## src/sv/spi_addr24_meter_master_assert.svh

```systemverilog
// ============================================================================
// Assertion macros for the serial meter master
// Shorthand for the clocked, reset-gated assertions used in the RTL.
// ============================================================================
`ifndef SPI_ADDR24_METER_MASTER_ASSERT_SVH
`define SPI_ADDR24_METER_MASTER_ASSERT_SVH

// Same-cycle implication, checked at every rising edge outside reset.
`define SAM_ASSERT_IMP(label, ante, cons, msg) \
  label: assert property (@(posedge clk) disable iff (rst) (ante) |-> (cons)) \
    else $error(msg);

// Next-cycle implication, checked at every rising edge outside reset.
`define SAM_ASSERT_NXT(label, ante, cons, msg) \
  label: assert property (@(posedge clk) disable iff (rst) (ante) |=> (cons)) \
    else $error(msg);

`endif

```

## src/sv/sam_pkg.sv

```systemverilog
// ============================================================================
// Serial meter master package
// Shared widths, codes, queue entry type and word fitting helpers.
// ============================================================================
package sam_pkg;

  localparam int DATA_BITS   = 24;
  localparam int HEADER_BITS = 8;
  localparam int TOTAL_BITS  = HEADER_BITS + DATA_BITS;
  localparam int WORD_W      = 24;
  localparam int SCALE_SHIFT = 13;
  localparam int SCALED_W    = WORD_W - SCALE_SHIFT;
  localparam int EXT_W       = (DATA_BITS > WORD_W) ? DATA_BITS : WORD_W;
  localparam int BCNT_W      = $clog2(DATA_BITS + 1);
  localparam int DELAY_W     = 16;
  localparam int CFG_IDX_W   = 2;

  // Header bit rules for writes and reads.
  localparam logic [HEADER_BITS-1:0] WR_SET  = 8'h80;
  localparam logic [HEADER_BITS-1:0] WR_CLR  = 8'h40;
  localparam logic [HEADER_BITS-1:0] RD_MASK = 8'h7F;

  // Configuration register indexes.
  localparam logic [CFG_IDX_W-1:0] CFG_LONG_DELAY  = 2'd0;
  localparam logic [CFG_IDX_W-1:0] CFG_HALF_PERIOD = 2'd1;
  localparam logic [CFG_IDX_W-1:0] CFG_FOUR_WIRE   = 2'd2;

  localparam logic [DELAY_W-1:0] LONG_DELAY_RST  = 16'd1000;
  localparam logic [DELAY_W-1:0] HALF_PERIOD_RST = 16'd4;

  typedef enum logic [1:0] {
    OP_NONE  = 2'd0,
    OP_WRITE = 2'd1,
    OP_READ  = 2'd2,
    OP_CMD   = 2'd3
  } op_t;

  // One classified tick waiting for the frame sequencer.
  typedef struct packed {
    op_t                    op;
    logic [HEADER_BITS-1:0] hdr;
    logic [DATA_BITS-1:0]   data;
    logic                   miso;
  } entry_t;

  function automatic logic [DATA_BITS-1:0] fit_data(input logic [WORD_W-1:0] w);
    logic [EXT_W-1:0] ext;
    ext = EXT_W'(w);
    return ext[DATA_BITS-1:0];
  endfunction

  function automatic logic [WORD_W-1:0] fit_word(input logic [DATA_BITS-1:0] d);
    logic [EXT_W-1:0] ext;
    ext = EXT_W'(d);
    return ext[WORD_W-1:0];
  endfunction

endpackage

```

## src/sv/sam_if.sv

```systemverilog
// ============================================================================
// Serial meter master channel interfaces
// Tick request channel and pin result channel, valid/ready handshake.
// ============================================================================
interface sam_in_if;
  import sam_pkg::*;

  logic                   valid;
  logic                   ready;
  logic [1:0]             func;
  logic [HEADER_BITS-1:0] reg_addr;
  logic [WORD_W-1:0]      write_value;
  logic                   miso_bit;

  modport source (output valid, func, reg_addr, write_value, miso_bit, input ready);
  modport sink   (input valid, func, reg_addr, write_value, miso_bit, output ready);
endinterface

interface sam_out_if;
  import sam_pkg::*;

  logic                valid;
  logic                ready;
  logic                cs_n;
  logic                sclk;
  logic                mosi;
  logic                mode_pin;
  logic                busy_res;
  logic                done_res;
  logic [WORD_W-1:0]   read_value;
  logic [SCALED_W-1:0] scaled_value;

  modport source (output valid, cs_n, sclk, mosi, mode_pin, busy_res, done_res,
                  read_value, scaled_value, input ready);
  modport sink   (input valid, cs_n, sclk, mosi, mode_pin, busy_res, done_res,
                  read_value, scaled_value, output ready);
endinterface

```

## src/sv/spi_addr24_meter_master.sv

```systemverilog
// ============================================================================
// Serial meter master, mode-1 clocking, 8-bit header and 24-bit data word
// Tick-driven master: each request beat is one clock tick of the serial
// frame, and each result beat carries the pin levels after that tick.
// ============================================================================
//
//   Channel  Dir   Beat contents
//   -------  ----  ------------------------------------------------------------
//   tick     in    func, reg_addr, write_value, miso_bit (one tick per beat)
//   pins     out   cs_n, sclk, mosi, mode_pin, busy_res, done_res, read_value,
//                  scaled_value (pin levels and status after that tick)
//   cfg      in    write enable, register index, 16-bit data (no read-back)
//
// One tick beat is accepted every cycle while the queue has room. Each beat
// yields one result beat via the two-entry queue and the sequencer's output
// register. The frame sequencer performs exactly one frame step per beat.
// Reset (rst, synchronous) returns chip select high, clock and data low, the
// sequencer idle, the stored read word zero and the queue empty.
// When pins stalls, the queue fills and then tick's ready drops; a stall on
// tick only leaves the sequencer without work and holds all frame state.
//
// The front end decodes the request and builds the header: a write forces the
// top header bit high and the next one low, a read clears the top bit, and a
// command goes out unchanged. Requests arriving while a frame is in progress
// are dropped by the sequencer, which only looks at the request in its idle
// phase. Configuration writes take effect on waits that start afterwards.
//
module spi_addr24_meter_master (
  input  logic                          clk,
  input  logic                          rst,
  sam_in_if.sink                        tick,
  sam_out_if.source                     pins,
  input  logic                          cfg_wen,
  input  logic [sam_pkg::CFG_IDX_W-1:0] cfg_index,
  input  logic [sam_pkg::DELAY_W-1:0]   cfg_data
);
  import sam_pkg::*;

  // Configuration registers.
  logic [DELAY_W-1:0] long_delay;
  logic [DELAY_W-1:0] half_period;
  logic               four_wire;

  // Front end to queue.
  logic   fq_valid;
  logic   fq_ready;
  entry_t fq_ent;

  // Queue to sequencer.
  logic   qb_valid;
  logic   qb_ready;
  entry_t qb_ent;

  // An index past the end of the register list is ignored.
  always_ff @(posedge clk) begin
    if (rst) begin
      long_delay  <= LONG_DELAY_RST;
      half_period <= HALF_PERIOD_RST;
      four_wire   <= 1'b0;
    end else if (cfg_wen) begin
      case (cfg_index)
        CFG_LONG_DELAY:  long_delay  <= cfg_data;
        CFG_HALF_PERIOD: half_period <= cfg_data;
        CFG_FOUR_WIRE:   four_wire   <= cfg_data[0];
        default: begin
        end
      endcase
    end
  end

  sam_front u_front (
    .tick    (tick),
    .q_valid (fq_valid),
    .q_ready (fq_ready),
    .q_ent   (fq_ent)
  );

  sam_queue u_queue (
    .clk       (clk),
    .rst       (rst),
    .in_valid  (fq_valid),
    .in_ready  (fq_ready),
    .in_ent    (fq_ent),
    .out_valid (qb_valid),
    .out_ready (qb_ready),
    .out_ent   (qb_ent)
  );

  sam_back u_back (
    .clk         (clk),
    .rst         (rst),
    .q_valid     (qb_valid),
    .q_ready     (qb_ready),
    .q_ent       (qb_ent),
    .long_delay  (long_delay),
    .half_period (half_period),
    .four_wire   (four_wire),
    .pins        (pins)
  );

endmodule

```

## src/sv/sam_front.sv

```systemverilog
// ============================================================================
// Serial meter master front end
// Takes tick beats, decodes the request and formats the frame header/data.
// ============================================================================
module sam_front (
  sam_in_if.sink          tick,
  output logic            q_valid,
  input  logic            q_ready,
  output sam_pkg::entry_t q_ent
);
  import sam_pkg::*;

  op_t op;

  assign op         = op_t'(tick.func);
  assign q_valid    = tick.valid;
  assign tick.ready = q_ready;

  always_comb begin
    q_ent.op   = op;
    q_ent.miso = tick.miso_bit;
    q_ent.hdr  = tick.reg_addr;
    q_ent.data = '0;
    case (op)
      OP_WRITE: begin
        q_ent.hdr  = (tick.reg_addr | WR_SET) & ~WR_CLR;
        q_ent.data = fit_data(tick.write_value);
      end
      OP_READ: begin
        q_ent.hdr = tick.reg_addr & RD_MASK;
      end
      default: begin
        q_ent.hdr = tick.reg_addr;
      end
    endcase
  end

endmodule

```

## src/sv/sam_queue.sv

```systemverilog
// ============================================================================
// Serial meter master decoupling queue
// Two-entry queue between the front end and the frame sequencer.
// ============================================================================
module sam_queue (
  input  logic            clk,
  input  logic            rst,
  input  logic            in_valid,
  output logic            in_ready,
  input  sam_pkg::entry_t in_ent,
  output logic            out_valid,
  input  logic            out_ready,
  output sam_pkg::entry_t out_ent
);
  import sam_pkg::*;

  entry_t     slots [2];
  logic       wptr;
  logic       rptr;
  logic [1:0] count;
  logic       push;
  logic       pop;

  assign in_ready  = (count != 2'd2);
  assign out_valid = (count != 2'd0);
  assign out_ent   = slots[rptr];
  assign push      = in_valid && in_ready;
  assign pop       = out_valid && out_ready;

  always_ff @(posedge clk) begin
    if (push) begin
      slots[wptr] <= in_ent;
    end
  end

  always_ff @(posedge clk) begin
    if (rst) begin
      wptr  <= 1'b0;
      rptr  <= 1'b0;
      count <= 2'd0;
    end else begin
      if (push) begin
        wptr <= ~wptr;
      end
      if (pop) begin
        rptr <= ~rptr;
      end
      count <= count + {1'b0, push} - {1'b0, pop};
    end
  end

endmodule

```

## src/sv/sam_back.sv

```systemverilog
// ============================================================================
// Serial meter master frame sequencer
// Advances the frame one tick per queued beat and registers the pin levels.
// ============================================================================
module sam_back (
  input  logic                         clk,
  input  logic                         rst,
  input  logic                         q_valid,
  output logic                         q_ready,
  input  sam_pkg::entry_t              q_ent,
  input  logic [sam_pkg::DELAY_W-1:0]  long_delay,
  input  logic [sam_pkg::DELAY_W-1:0]  half_period,
  input  logic                         four_wire,
  sam_out_if.source                    pins
);
  import sam_pkg::*;

  `include "spi_addr24_meter_master_assert.svh"

  typedef enum logic [3:0] {
    PH_IDLE, PH_PRE, PH_SETTLE, PH_HDR_HI, PH_HDR_LO,
    PH_TURN, PH_DAT_HI, PH_DAT_LO, PH_TAIL
  } phase_t;

  phase_t                phase, phase_next;
  op_t                   op_kind, op_kind_next;
  logic [BCNT_W-1:0]     bit_count, bit_count_next;
  logic [DELAY_W-1:0]    wait_count, wait_count_next;
  logic [TOTAL_BITS-1:0] tx_shift, tx_shift_next;
  logic [DATA_BITS-1:0]  rx_shift, rx_shift_next;
  logic [WORD_W-1:0]     last_read, last_read_next;
  logic                  cs, cs_next;
  logic                  clk_pin, clk_pin_next;
  logic                  dat, dat_next;
  logic                  done_next;
  logic                  pop;

  // Step request flags: a rising clock edge into a phase, or a plain wait.
  logic                  do_rise;
  phase_t                rise_ph;
  logic                  do_enter;
  phase_t                ent_ph;
  logic [DELAY_W-1:0]    ent_dur;
  logic [BCNT_W-1:0]     bc_dec;

  assign pop     = q_valid && (!pins.valid || pins.ready);
  assign q_ready = pop;
  assign bc_dec  = (bit_count != '0) ? bit_count - 1'b1 : bit_count;

  always_comb begin
    phase_next      = phase;
    op_kind_next    = op_kind;
    bit_count_next  = bit_count;
    wait_count_next = wait_count;
    tx_shift_next   = tx_shift;
    rx_shift_next   = rx_shift;
    last_read_next  = last_read;
    cs_next         = cs;
    clk_pin_next    = clk_pin;
    dat_next        = dat;
    done_next       = 1'b0;
    do_rise         = 1'b0;
    rise_ph         = PH_HDR_HI;
    do_enter        = 1'b0;
    ent_ph          = PH_IDLE;
    ent_dur         = half_period;

    if (phase == PH_IDLE) begin
      if (q_ent.op != OP_NONE) begin
        op_kind_next   = q_ent.op;
        tx_shift_next  = {q_ent.hdr, q_ent.data};
        rx_shift_next  = '0;
        bit_count_next = BCNT_W'(HEADER_BITS);
        cs_next        = 1'b1;
        clk_pin_next   = 1'b0;
        dat_next       = 1'b0;
        do_enter       = 1'b1;
        ent_ph         = PH_PRE;
        ent_dur        = long_delay;
      end
    end else if (wait_count != '0) begin
      wait_count_next = wait_count - 1'b1;
    end else begin
      case (phase)
        PH_PRE: begin
          cs_next  = 1'b0;
          do_enter = 1'b1;
          ent_ph   = PH_SETTLE;
          ent_dur  = long_delay;
        end
        PH_SETTLE: begin
          do_rise = 1'b1;
          rise_ph = PH_HDR_HI;
        end
        PH_HDR_HI: begin
          clk_pin_next = 1'b0;
          do_enter     = 1'b1;
          ent_ph       = PH_HDR_LO;
        end
        PH_HDR_LO: begin
          bit_count_next = bc_dec;
          if (bc_dec != '0) begin
            do_rise = 1'b1;
            rise_ph = PH_HDR_HI;
          end else begin
            bit_count_next = BCNT_W'(DATA_BITS);
            if (op_kind == OP_READ) begin
              dat_next = 1'b0;
              do_enter = 1'b1;
              ent_ph   = PH_TURN;
              ent_dur  = long_delay;
            end else begin
              do_rise = 1'b1;
              rise_ph = PH_DAT_HI;
            end
          end
        end
        PH_TURN: begin
          do_rise = 1'b1;
          rise_ph = PH_DAT_HI;
        end
        PH_DAT_HI: begin
          clk_pin_next = 1'b0;
          if (op_kind == OP_READ) begin
            rx_shift_next = {rx_shift[DATA_BITS-2:0], q_ent.miso};
          end
          do_enter = 1'b1;
          ent_ph   = PH_DAT_LO;
        end
        PH_DAT_LO: begin
          bit_count_next = bc_dec;
          if (bc_dec != '0) begin
            do_rise = 1'b1;
            rise_ph = PH_DAT_HI;
          end else begin
            clk_pin_next = 1'b0;
            dat_next     = 1'b0;
            do_enter     = 1'b1;
            ent_ph       = PH_TAIL;
          end
        end
        default: begin
          // End of the tail: release chip select and close the frame.
          cs_next         = 1'b1;
          clk_pin_next    = 1'b0;
          dat_next        = 1'b0;
          if ((phase == PH_TAIL) && (op_kind == OP_READ)) begin
            last_read_next = fit_word(rx_shift);
          end
          done_next       = (phase == PH_TAIL);
          phase_next      = PH_IDLE;
          wait_count_next = '0;
          bit_count_next  = '0;
        end
      endcase
    end

    if (do_rise) begin
      clk_pin_next  = 1'b1;
      dat_next      = tx_shift[TOTAL_BITS-1];
      tx_shift_next = {tx_shift[TOTAL_BITS-2:0], 1'b0};
      do_enter      = 1'b1;
      ent_ph        = rise_ph;
      ent_dur       = half_period;
    end
    if (do_enter) begin
      phase_next      = ent_ph;
      wait_count_next = (ent_dur != '0) ? ent_dur - 1'b1 : '0;
    end
  end

  always_ff @(posedge clk) begin
    if (rst) begin
      phase      <= PH_IDLE;
      op_kind    <= OP_NONE;
      bit_count  <= '0;
      wait_count <= '0;
      tx_shift   <= '0;
      rx_shift   <= '0;
      last_read  <= '0;
      cs         <= 1'b1;
      clk_pin    <= 1'b0;
      dat        <= 1'b0;
      pins.valid <= 1'b0;
    end else begin
      if (pop) begin
        phase             <= phase_next;
        op_kind           <= op_kind_next;
        bit_count         <= bit_count_next;
        wait_count        <= wait_count_next;
        tx_shift          <= tx_shift_next;
        rx_shift          <= rx_shift_next;
        last_read         <= last_read_next;
        cs                <= cs_next;
        clk_pin           <= clk_pin_next;
        dat               <= dat_next;
        pins.valid        <= 1'b1;
        pins.cs_n         <= cs_next;
        pins.sclk         <= clk_pin_next;
        pins.mosi         <= dat_next;
        pins.mode_pin     <= four_wire;
        pins.busy_res     <= (phase_next != PH_IDLE);
        pins.done_res     <= done_next;
        pins.read_value   <= last_read_next;
        pins.scaled_value <= last_read_next[WORD_W-1:SCALE_SHIFT];
      end else if (pins.ready) begin
        pins.valid <= 1'b0;
      end
    end
  end

  `SAM_ASSERT_IMP(a_idle_pins, phase == PH_IDLE, cs && !clk_pin,
                  "idle sequencer must hold chip select high and clock low")
  `SAM_ASSERT_IMP(a_clk_needs_cs, clk_pin, !cs,
                  "serial clock high while chip select is released")
  `SAM_ASSERT_NXT(a_start_frame, pop && (phase == PH_IDLE) && (q_ent.op != OP_NONE),
                  phase == PH_PRE, "accepted request did not start a frame")
  `SAM_ASSERT_IMP(a_bit_count_range, 1'b1, bit_count <= BCNT_W'(DATA_BITS),
                  "bit counter beyond the data word length")

endmodule

```

## src/flat_wrapper.sv

```systemverilog
// flat-port wrapper written by rule: the top's interface ports become plain ports
module spi_addr24_meter_master_flat import sam_pkg::*;
  (clk, rst, cfg_wen, cfg_index, cfg_data, tick_valid, tick_func, tick_reg_addr, tick_write_value, tick_miso_bit, tick_ready, pins_valid, pins_cs_n, pins_sclk, pins_mosi, pins_mode_pin, pins_busy_res, pins_done_res, pins_read_value, pins_scaled_value, pins_ready);
  sam_in_if tick_i ();
  sam_out_if pins_i ();
  input  logic clk;
  input  logic rst;
  input  logic cfg_wen;
  input  logic [sam_pkg::CFG_IDX_W-1:0] cfg_index;
  input  logic [sam_pkg::DELAY_W-1:0] cfg_data;
  input wire logic [$bits(tick_i.valid)-1:0] tick_valid;
  input wire logic [$bits(tick_i.func)-1:0] tick_func;
  input wire logic [$bits(tick_i.reg_addr)-1:0] tick_reg_addr;
  input wire logic [$bits(tick_i.write_value)-1:0] tick_write_value;
  input wire logic [$bits(tick_i.miso_bit)-1:0] tick_miso_bit;
  output wire logic [$bits(tick_i.ready)-1:0] tick_ready;
  output wire logic [$bits(pins_i.valid)-1:0] pins_valid;
  output wire logic [$bits(pins_i.cs_n)-1:0] pins_cs_n;
  output wire logic [$bits(pins_i.sclk)-1:0] pins_sclk;
  output wire logic [$bits(pins_i.mosi)-1:0] pins_mosi;
  output wire logic [$bits(pins_i.mode_pin)-1:0] pins_mode_pin;
  output wire logic [$bits(pins_i.busy_res)-1:0] pins_busy_res;
  output wire logic [$bits(pins_i.done_res)-1:0] pins_done_res;
  output wire logic [$bits(pins_i.read_value)-1:0] pins_read_value;
  output wire logic [$bits(pins_i.scaled_value)-1:0] pins_scaled_value;
  input wire logic [$bits(pins_i.ready)-1:0] pins_ready;
  assign tick_i.valid = tick_valid;
  assign tick_i.func = tick_func;
  assign tick_i.reg_addr = tick_reg_addr;
  assign tick_i.write_value = tick_write_value;
  assign tick_i.miso_bit = tick_miso_bit;
  assign tick_ready = tick_i.ready;
  assign pins_valid = pins_i.valid;
  assign pins_cs_n = pins_i.cs_n;
  assign pins_sclk = pins_i.sclk;
  assign pins_mosi = pins_i.mosi;
  assign pins_mode_pin = pins_i.mode_pin;
  assign pins_busy_res = pins_i.busy_res;
  assign pins_done_res = pins_i.done_res;
  assign pins_read_value = pins_i.read_value;
  assign pins_scaled_value = pins_i.scaled_value;
  assign pins_i.ready = pins_ready;
  spi_addr24_meter_master u_core (.clk(clk), .rst(rst), .tick(tick_i), .pins(pins_i), .cfg_wen(cfg_wen), .cfg_index(cfg_index), .cfg_data(cfg_data));
endmodule
```

## config.mk

```make
export PLATFORM = sky130hd
export DESIGN_NAME = spi_addr24_meter_master_flat
export DESIGN_NICKNAME = d
export VERILOG_FILES = /design/src/sv/sam_pkg.sv /design/src/sv/sam_if.sv /design/src/sv/spi_addr24_meter_master.sv /design/src/sv/sam_front.sv /design/src/sv/sam_queue.sv /design/src/sv/sam_back.sv /design/src/flat_wrapper.sv
export VERILOG_INCLUDE_DIRS = /design/src /design/src/sv
export SDC_FILE = /design/constraint.sdc
export NUM_CORES = 1
export LEC_CHECK = 0
export CORE_MARGIN = 2
export CORE_UTILIZATION = 60
export CTS_CLUSTER_SIZE = 28
export DETAILED_ROUTE_END_ITERATION = 7
export DONT_BUFFER_PORTS = 1
export GPL_ROUTABILITY_DRIVEN = 0
export PLACE_DENSITY = 0.87
export SLEW_MARGIN = 30
export SYNTH_ARGS = -nofsm -noshare
export SYNTH_HDL_FRONTEND = slang
export SYNTH_SLANG_ARGS = --single-unit
```

## constraint.sdc

```tcl
create_clock -name clk -period 11.1 [get_ports clk]
set_input_delay 1.11 -clock clk [delete_from_list [all_inputs] [get_ports clk]]
set_output_delay 1.11 -clock clk [all_outputs]
set_load 0.1 [all_outputs]
```

==> metrics.md <==
| Metric | Value |
|---|---|
| Setup_tns | `0 ns` |
| CTS Sinks | `249` |
| Top FF cell, synth | `dfxtp_1` |
| CP peak stage delay | `0.62 ns` |
| Area of the multi-input gates | `4940 um^2` |
| Kind of cell adding the most delay to the critical path | `compound AO/OA/AOI/OAI gates` |
| Cell leakage power | `4.48 nW` |
| Mapped cell area | `11,300 um^2` |
| Storage cell area | `5990 um^2` |
| Avg Vias per Cell | `6.07` |
| Synth Instances | `1,171` |
| Initial antenna violation count | `0` |
| Clock transition at path regs | `0.06 ns` |
| TritonCTS clock tree | `built` |
| Antenna Violating Nets Remaining | `0` |
| Hold path cells | `0` |
| Worst reg2reg path depth | `15` |
| Final Instance Count excl. Fillers | `1,388` |
| Worst EP required | `11.50 ns` |
| Period utilization | `0.416` |
| First-pass GRT wire length | `38,600 um` |
| Placed cell count | `1,342` |
| Status | `finished clean` |
| Setup violators final | `0` |
| Worst rel slew slack | `0.318` |
| Ports | `101` |
| Largest net degree at the start of global routing | `151` |
| Synth Register Bits | `249` |
| Core ar. | `18,600 um^2` |
| R2r startpoint | `u_core.u_back.wait_count[0]$_SDFFE_PP0P_` |
| Worst Hold End | `u_core.u_back.pins.mode_pin$_DFFE_PP_` |
| Number of port buffers | `0` |
| Fraction of registers with async set/reset | `0` |
| Clock latency on the worst-skew pair | `0.52 ns` |
| Slew at the pin closest to its max-slew limit | `1.02 ns` |
| Flop2flop setup slack | `6.48 ns` |
| Final Slew Violations | `0` |
| Nets | `1,200` |
| Area delta synth->final | `10.6%` |
| Chip width | `141 um` |
| Yosys cell types | `72` |
| Vias post-DR | `8,425` |
| Crit Path Class | `reg2reg` |
| EDFF count, synth | `100` |
| Chip Height | `141 um` |
| Fillers | `1,313` |
| Max cap viols | `0` |
| Hold_buf cts | `0` |
| Initial DRC count | `756` |
| Crit end category | `flop` |
| Worst hold slack | `0.431 ns` |
| Num CTS Buffers | `25` |
| CP Data Arrival Time | `5.03 ns` |
| Minimum clock period | `4.62 ns` |
| Dpl ws | `6.32 ns` |
| Number of global-route vias before repair | `8,141` |
| Die area | `19,900 um^2` |
| CP max-delay cell | `a211oi_4` |
| Post-CTS setup buffers | `0` |
| Global route overflow | `0` |
| Final hold viol count | `0` |
| Max clock buf depth | `3` |
| DP Wirelength | `15,100 um` |
| PwrDens | `328 nW/um^2` |
| Layout Utilization | `0.672` |
| N_diodes | `0` |
| Syn_area_per_cell | `9.64 um^2` |
| DRC | `0` |
| Area after DPL | `11,700 um^2` |
| Largest cells by area after synthesis | `edfxtp_1 (27%), dfxtp_1 (26%), nor2_1 (6.2%)` |
| Crit start category | `flop` |
| Initial core utilization | `0.607` |
| Total Wirelength | `23,300 um` |
| Hold path start | `u_core.four_wire$_SDFFE_PP0P_` |
| Pre-antenna DRT Iters | `5` |
| DR WL/cell | `16.8 um` |
| Total chip power | `4.09 mW` |
| Layout cells sized above 1 | `0.102` |
| Largest fanout on the critical path | `15` |
| Clk Tree Root Cell | `clkbuf_16` |
| Critical Path, Cell by Cell | `inv_1 > ha_1 > nor4b_1 > and4_1 > a21oi_1 > a211oi_4 > mux2i_1 > ha_1 > inv_1 > a211oi_2 > nand4_2 > nor3_4 > a31oi_4 > a221oi_1 > nor3_1` |
| Seq/Total Area, Yosys | `0.530` |
| Reg-to-Reg End | `u_core.u_back.wait_count[3]$_SDFFE_PP0P_` |
| Synth area leader | `edfxtp_1` |
| Fmax | `216 MHz` |
| RSZ-0062 raised after global routing | `no` |
| Worst Skew | `0.00635 ns` |
| GRT Total Usage | `0.231` |
| Commonest cells post-synth | `nor2_1 (185), dfxtp_1 (149), nand2_1 (123)` |
| YS warnings | `0` |
| Fin area | `12,500 um^2` |
| Max VDD drop | `0.000210 V` |
| Worst Path Buf+Inv | `2` |
| Syn_nets | `1,236` |
| Row cnt | `50` |
| H-tree levels | `1` |
| Most frequent cell after synthesis | `nor2_1` |
| Yosys top cell area share | `0.266` |
| Worst min path class | `reg2reg` |
| PostCTS Resize Cnt | `0` |
| Worst Slack Setup Final | `6.48 ns` |
## routing by layer
| layer | part of all wire | track usage | vias up |
|---|---|---|---|
| met2 | 0.49 | 0.400 | 328 |
| met1 | 0.42 | 0.297 | 3941 |
| li1 | - | - | 4111 |
| met4 | 0.026 | 0.0805 | 0 |
| met5 | 0 | 0 | - |
| met3 | 0.069 | 0.0377 | 45 |
## power by group
group          internal, mW  total (mW)  switching (mW)  leakage (nW)
Sequential             1.18        1.52           0.340          2.16
Clock                 0.484       0.826           0.342         0.397
Combinational         0.634        1.75            1.12          1.92
Total                  2.29        4.09            1.80          4.48
## state kept, by name (all words and copies together) (netlist names), 2 cells and up, named ones only
| signal | cells |
|---|---|
| u_core.u_queue.slots | 70 |
| u_core.u_back.tx_shift | 32 |
| u_core.u_back.last_read | 24 |
| u_core.u_back.pins.read_value | 24 |
| u_core.u_back.rx_shift | 24 |
| u_core.half_period | 16 |
| u_core.long_delay | 16 |
| u_core.u_back.wait_count | 16 |
| u_core.u_back.bit_count | 5 |
| u_core.u_back.phase | 4 |
| u_core.u_back.op_kind | 2 |
| u_core.u_queue.count | 2 |
## cells in the final DEF, fill, tap and decap left out, types with 6 or more instances in the layout
cell | netlist | routed
nor2_1 | 185 | 183
dfxtp_1 | 149 | 148
nand2_1 | 123 | 123
a21oi_1 | 110 | 110
edfxtp_1 | 100 | 100
nor3_1 | 55 | 54
a211oi_1 | 45 | 45
mux2i_1 | 43 | 43
nand3_1 | 33 | 33
and2_1 | 29 | 29
mux2_2 | 27 | 27
clkbuf_16 | 0 | 25
o21ai_0 | 19 | 19
inv_1 | 13 | 13
nand3b_1 | 13 | 13
xnor2_1 | 12 | 12
buf_16 | 0 | 12
buf_4 | 11 | 9
nand2b_1 | 10 | 8
xor2_1 | 8 | 8
ha_1 | 7 | 7
o21a_1 | 6 | 6
a221o_1 | 6 | 6
o22ai_1 | 6 | 6
## cells by family (layout without fill, tap and decap cells)
| logic type | Yosys count | after routing | share of synthesized area |
|---|---|---|---|
| and+or+nand+nor | 492 | 492 | 0.205 |
| DFF | 249 | 249 | 0.530 |
| AOI/OAI and AO/OA | 236 | 236 | 0.138 |
| buffers and inverters | 97 | 80 | 0.0381 |
| muxes | 70 | 70 | 0.0651 |
| xor gates and xnor gates | 20 | 20 | 0.0155 |
| adders and majority gates | 7 | 7 | 0.00776 |
## worst max-delay path by stage
stage                                                   startpoint                                        to  slack [ns]  cells past startpoint
after floorplan            u_core.u_back.bit_count[0]$_SDFFE_PP0P_  u_core.u_back.wait_count[8]$_SDFFE_PP0P_        7.29                     16
after global placement         u_core.u_back.phase[3]$_SDFFE_PP0P_  u_core.u_back.wait_count[8]$_SDFFE_PP0P_        6.18                     13
after detailed placement  u_core.u_back.wait_count[0]$_SDFFE_PP0P_  u_core.u_back.wait_count[8]$_SDFFE_PP0P_        6.32                     15
after CTS                 u_core.u_back.wait_count[0]$_SDFFE_PP0P_  u_core.u_back.wait_count[8]$_SDFFE_PP0P_        6.30                     15
after global routing           u_core.u_back.phase[3]$_SDFFE_PP0P_  u_core.u_back.wait_count[8]$_SDFFE_PP0P_        6.12                     13
final                     u_core.u_back.wait_count[0]$_SDFFE_PP0P_  u_core.u_back.wait_count[3]$_SDFFE_PP0P_        6.48                     15
## final cells by class
type,instances,area share
Multi-Input combinational cell,825,0.396
Clock buffer,33,0.0549
Sequential cell,249,0.480
Tap cell,234,0.0235
Inverter,13,0.00391
Timing Repair Buffer,21,0.0319
Clock inverter,13,0.0104
Power figures use the tool's default switching activity.
